<file path="src/rtl/pks_pkg.sv">
// ----------------------------------------------------------------------------
// pks_pkg
// Types, constants and round functions shared by the key schedule modules.
// ----------------------------------------------------------------------------
package pks_pkg;

  localparam int KEY_W   = 80;
  localparam int MKEY_W  = 24;
  localparam int RKEY_W  = 24;
  localparam int SBOX_W  = 64;
  localparam int IDX_W   = 4;
  localparam int RNO_W   = 5;
  localparam int ROT_R   = 19;
  localparam int RKEY_LO = 16;
  localparam int RNO_LO  = 15;

  typedef logic [KEY_W-1:0]  key_t;
  typedef logic [SBOX_W-1:0] sbox_t;

  function automatic logic [3:0] sbox_lookup(input sbox_t tbl, input logic [3:0] nib);
    return tbl[{nib, 2'b00} +: 4];
  endfunction

  function automatic key_t key_advance(input key_t k, input sbox_t tbl,
                                       input logic [RNO_W-1:0] rno);
    key_t r;
    r = {k[ROT_R-1:0], k[KEY_W-1:ROT_R]};
    r[KEY_W-1 -: 4] = sbox_lookup(tbl, r[KEY_W-1 -: 4]);
    r[RNO_LO +: RNO_W] = r[RNO_LO +: RNO_W] ^ rno;
    return r;
  endfunction

endpackage

</file>
<file path="src/rtl/pks_cell.sv">
// ----------------------------------------------------------------------------
// pks_cell
// One round stage: holds the key register for its round and hands the
// updated key to the next stage every cycle.
// ----------------------------------------------------------------------------
module pks_cell import pks_pkg::*; #(
  parameter int IDX = 0
) (
  input  logic  clk,
  input  logic  rst_n,
  input  logic  vld_in,
  input  key_t  key_in,
  input  sbox_t sbox,
  output logic  vld_r,
  output key_t  key_r,
  output key_t  key_nxt
);

  localparam logic [RNO_W-1:0] RNO = RNO_W'(IDX + 1);

  always_ff @(posedge clk) begin
    if (!rst_n) begin
      vld_r <= 1'b0;
    end else begin
      vld_r <= vld_in;
    end
  end

  always_ff @(posedge clk) begin
    key_r <= key_in;
  end

  assign key_nxt = key_advance(key_r, sbox, RNO);

endmodule

</file>
<file path="src/rtl/present_key_schedule_24.sv">
// ----------------------------------------------------------------------------
// present_key_schedule_24
// 80-bit key schedule for a 24-bit master key, one round key per cycle.
// ----------------------------------------------------------------------------
// Usage:
//   Write the packed S-box through cfg_we / cfg_wdata while the block is idle.
//   Start a transaction by raising start with in_master_key while busy is low.
//   The key then walks down a chain of ROUNDS round stages, one per cycle,
//   and each stage emits its round key through a single output register.
// Timing: an accepted key is first registered in stage 0; each stage's round
//   key is then registered in the output register before it reaches out_*. The
//   following keys come one per cycle, out_last_key marking the final one.
// A new master key can be accepted once the previous one has reached the last
//   stage; busy is high while a key still occupies any stage but the last.
// Each result is valid for the one cycle out_strobe is high; the receiver
//   cannot stall. Reset clears the valid bit of every stage, the output strobe and the S-box.
// ----------------------------------------------------------------------------
module present_key_schedule_24 import pks_pkg::*; #(
  parameter int ROUNDS = 11
) (
  input  logic              clk,
  input  logic              rst_n,
  input  logic              cfg_we,
  input  logic [SBOX_W-1:0] cfg_wdata,
  input  logic              start,
  input  logic [MKEY_W-1:0] in_master_key,
  output logic              busy,
  output logic              out_strobe,
  output logic [RKEY_W-1:0] out_round_key,
  output logic [IDX_W-1:0]  out_round_index,
  output logic              out_last_key
);

  localparam logic [ROUNDS-1:0] HEAD_MASK = ~(ROUNDS'(1) << (ROUNDS - 1));

  sbox_t             sbox_r;
  logic [ROUNDS-1:0] vld;
  key_t              cell_key [ROUNDS];
  key_t              chain_key [ROUNDS];
  logic [ROUNDS-1:0] chain_vld;
  logic [RKEY_W-1:0] sel_key;
  logic [IDX_W-1:0]  sel_idx;

  logic              out_strobe_r;
  logic [RKEY_W-1:0] out_round_key_r;
  logic [IDX_W-1:0]  out_round_index_r;
  logic              out_last_key_r;

  always_ff @(posedge clk) begin
    if (!rst_n) begin
      sbox_r <= '0;
    end else if (cfg_we) begin
      sbox_r <= cfg_wdata;
    end
  end

  assign busy         = |(vld & HEAD_MASK);
  assign chain_vld[0] = start & ~busy;
  assign chain_key[0] = {in_master_key, {(KEY_W - MKEY_W){1'b0}}};

  for (genvar g = 0; g < ROUNDS; g++) begin : g_cell
    if (g == ROUNDS - 1) begin : g_last
      pks_cell #(.IDX(g)) u_cell (
        .clk     (clk),
        .rst_n   (rst_n),
        .vld_in  (chain_vld[g]),
        .key_in  (chain_key[g]),
        .sbox    (sbox_r),
        .vld_r   (vld[g]),
        .key_r   (cell_key[g]),
        .key_nxt ()
      );
    end else begin : g_mid
      pks_cell #(.IDX(g)) u_cell (
        .clk     (clk),
        .rst_n   (rst_n),
        .vld_in  (chain_vld[g]),
        .key_in  (chain_key[g]),
        .sbox    (sbox_r),
        .vld_r   (vld[g]),
        .key_r   (cell_key[g]),
        .key_nxt (chain_key[g+1])
      );
      assign chain_vld[g+1] = vld[g];
    end
  end

  always_comb begin
    sel_key = '0;
    sel_idx = '0;
    for (int i = 0; i < ROUNDS; i++) begin
      if (vld[i]) begin
        sel_key = sel_key | cell_key[i][RKEY_LO +: RKEY_W];
        sel_idx = sel_idx | IDX_W'(i);
      end
    end
  end

  always_ff @(posedge clk) begin
    if (!rst_n) begin
      out_strobe_r <= 1'b0;
    end else begin
      out_strobe_r <= |vld;
    end
  end

  always_ff @(posedge clk) begin
    out_round_key_r   <= sel_key;
    out_round_index_r <= sel_idx;
    out_last_key_r    <= vld[ROUNDS-1];
  end

  assign out_strobe      = out_strobe_r;
  assign out_round_key   = out_round_key_r;
  assign out_round_index = out_round_index_r;
  assign out_last_key    = out_strobe_r & out_last_key_r;

  a_one_stage: assert property (@(posedge clk) disable iff (!rst_n) $onehot0(vld))
    else $error("more than one stage holds a key");

  a_enter: assert property (@(posedge clk) disable iff (!rst_n)
    start && !busy |=> vld[0])
    else $error("accepted key did not enter the first stage");

  a_run: assert property (@(posedge clk) disable iff (!rst_n)
    out_strobe && !out_last_key |=> out_strobe)
    else $error("round key run broken before the last key");

  a_no_chain_gap: assert property (@(posedge clk) disable iff (!rst_n)
    vld[0] |-> !busy || (ROUNDS > 1))
    else $error("stage chain state inconsistent");

endmodule

</file>
<file path="config.mk">
export PLATFORM = sky130hd
export DESIGN_NAME = present_key_schedule_24
export DESIGN_NICKNAME = d
export VERILOG_FILES = /design/src/rtl/pks_pkg.sv /design/src/rtl/pks_cell.sv /design/src/rtl/present_key_schedule_24.sv
export SDC_FILE = /design/constraint.sdc
export NUM_CORES = 1
export LEC_CHECK = 0
export BUFFER_PORTS_ARGS = -buffer_cell sky130_fd_sc_hd__buf_2
export CORE_MARGIN = 4
export CORE_UTILIZATION = 45
export DETAILED_ROUTE_END_ITERATION = 10
export PLACE_DENSITY = 0.66
export SYNTH_ARGS = -nofsm -noshare
export SYNTH_HDL_FRONTEND = slang
export SYNTH_SLANG_ARGS = --single-unit
</file>
<file path="constraint.sdc">
create_clock -name clk -period 1.55 [get_ports clk]
set_clock_uncertainty 0.15 [all_clocks]
set_input_delay 0.0775 -clock clk [delete_from_list [all_inputs] [get_ports clk]]
set_output_delay 0.0775 -clock clk [all_outputs]
set_load 0.01 [all_outputs]
</file>
==> reports/results.txt <==
die area = 29900 µm²
Slew Viols, Final = 0
number of max-cap violations = 0
CP max-delay cell = dfxtp_4
top cells by area, synth = dfxtp_1 (78%), mux2i_1 (5.2%), nor2b_1 (3.5%)
most frequent cells after synthesis = dfxtp_1 (475), nor2b_1 (68), mux2i_1 (64)
crit-path cells = nor3_4 > nand4_1 > buf_4
Die X = 173 µm
initial drt markers = 540
syn_nets = 896
unrepaired setup endpoints after global routing = true
Area after DPL = 13400 µm²
ys async rst share = 0%
period utilization = 109%
post-synthesis cell count = 804
post-route setup slack = -0.134 ns
largest net degree at the start of global routing = 45
count leader, synth = dfxtp_1
Worst slew margin = 65.2%
final hold violations = 0
Layout Utilization = 62.2%
Min Clock Period, post-route = 1.68 ns
IO Pins = 123
Worst VDD drop = 0.000853 V
Final Non-Filler Cells = 1508
Peak Freq = 594 MHz
GRT Total Usage = 16.6%
port bufs = 122
synth unique cells = 24
mapped cell area = 12200 µm²
post-synthesis register bit count = 475
post-synth top area share = 77.7%
HP Class = input pin to flop
CTS Sinks = 475
Main synth FF type = dfxtp_1
diodes inserted = 0
final wirelength = 24.8 mm
Setup crit start kind = flop
Avg WL per Cell = 16.4 µm
Initial Util = 45.5%
failing checks = negative setup slack
outcome = complete, but fails checks
Die Ht = 173 µm
Reg2Reg Depth = 4
number of global-route vias before repair = 7434
H-tree depth = 2
dpl hpwl = 14.8 mm
# placed instances = 1261
Worst Max-Slew Pin Slew = 0.520 ns
CP endpoint kind = output pin
YS warnings = 0
hold slack = 0.0236 ns
sequential fraction of the synthesis area = 77.7%
critical path type = flop to output pin
clock-pin slew on the worst setup and hold paths = 0.06 ns
TritonCTS clock tree = yes
WHS Path Cells = 2
gr ovfl total = 0
setup TNS = -0.135 ns
Layout area overhead = 36.6%
first-pass GRT wire length = 40.1 mm
initial antenna violation count = 2
crit path max fanout = 2
clk_lat worst skew = 0.54 ns
CP required = 1.32 ns
GPL Wtd Cong = 0.781
Finished Cell Area = 16700 µm²
via count = 7056
layout net count = 1226
Fill cells = 1953
Pwr Density = 1550 nW/µm²
proportion of layout cells with a drive suffix above 1 = 24.2%
Detailed Routing Iterations Pass 1 = 5
final setup fails = 2
largest stage delay on the critical path = 0.35 ns
clk buf depth = 3
TritonCTS buffer count = 44
Antenna Violating Nets Remaining = 0
Arr. time, crit path = 1.46 ns
Static Leak = 7.34 nW
DRC viols = 0
Core Footprint = 26900 µm²
dominant cell type by area after synthesis = dfxtp_1
vias per inst = 4.68
Mean Syn Cell Area = 15.2 µm²
number of flops mapped to enable cells by yosys = 0
Root Buffer = clkbuf_16
site row count = 60
[per-layer routing]
metal	up-vias	GRT usage, %	routed length [µm]
li1	3415	-	-
met1	3366	22.3	11200
met5	-	0	0
met3	35	4.02	1530
met4	0	4.72	479
met2	240	27.1	11600
[registers in the layout, summed over array words and instances, names as in the netlist]
register	cells
g_cell.g_last.u_cell.key_r	21
g_cell.g_last.u_cell.vld_r	1
g_cell.g_mid.u_cell.key_r	349
g_cell.g_mid.u_cell.vld_r	10
out_last_key_r	1
out_round_index	4
out_round_key	24
out_strobe	1
sbox_r	64
[where the power goes]
group / internal [mW] / leakage [nW] / switching (mW) / total (mW)
clock network: 7.20 / 0.754 / 4.41 / 11.6
registers: 12.9 / 3.96 / 0.304 / 13.2
logic: 0.685 / 2.63 / 0.370 / 1.05
total: 20.8 / 7.34 / 5.09 / 25.9
[worst paths after layout]
path	startpoint	endpoint	slack, ns
worst max-delay path	g_cell[6].g_mid.u_cell.vld_r	busy	-0.13
worst min-delay path	in_master_key[7]	g_cell[0].g_mid.u_cell.key_r[63]	0.02
worst max register to register	g_cell[3].g_mid.u_cell.key_r[15]	g_cell[4].g_mid.u_cell.key_r[79]	0
worst min register to register	g_cell[4].g_mid.u_cell.key_r[3]	g_cell[5].g_mid.u_cell.key_r[64]	0.16
[per-stage QoR]
step                      setup slack (ns)  power, mW
after floorplan                     0.0192       13.8
after global placement             -0.0621       14.1
after detailed placement            -0.102       14.1
after CTS                           -0.138       26.1
after global routing                -0.168       26.8
final                               -0.134       25.9
[worst max-delay path, delay by kind of cell (launching register included)]
kind | cells | cell delay, ns
buffers and inverters | 1 | 0.20
flip-flops | 1 | 0.35
AND/OR/NAND/NOR | 2 | 0.38
[kinds of logic after synthesis]
logic type | after synthesis | synth area share, %
muxes | 92 | 10.5
DFF | 475 | 77.7
buffers and inverters | 49 | 1.80
and+or+nand+nor | 128 | 5.91
AOI/OAI and AO/OA | 60 | 4.11
[cell type report]
| type | count | area (µm²) | share of cell area (%) |
|---|---|---|---|
| clock buffers | 54 | 1160 | 6.93 |
| clock inverters | 25 | 444 | 2.66 |
| flip-flops and latches | 475 | 9540 | 57.1 |
| inverters | 15 | 56.3 | 0.337 |
| well taps | 341 | 427 | 2.55 |
| repair buffers | 318 | 2550 | 15.3 |
| multi-input cells | 280 | 2530 | 15.1 |
[placed cells by master, fill, tap and decap left out, drive strengths merged, types with 11 or more instances in the layout]
cell type,synthesis,final
dfxtp,475,475
clkbuf,22,54
nand3,21,21
dlygate4sd3,0,155
a22oi,32,32
nor2b,68,68
nand2,12,12
and2,11,11
inv,15,16
bufinv,0,11
buf,12,163
mux2i,64,64
mux4,24,24
a222oi,15,15
[timing repair]
action                                 CTS  global route
hold buffers                           155             0
resized for setup                       36            19
setup buffers                            6             7
gates cloned                             1             0
endpoints found under the hold margin   92             0
pin swaps                                5             6
setup endpoints to repair                6            37
(Power assumes the default switching activity.)
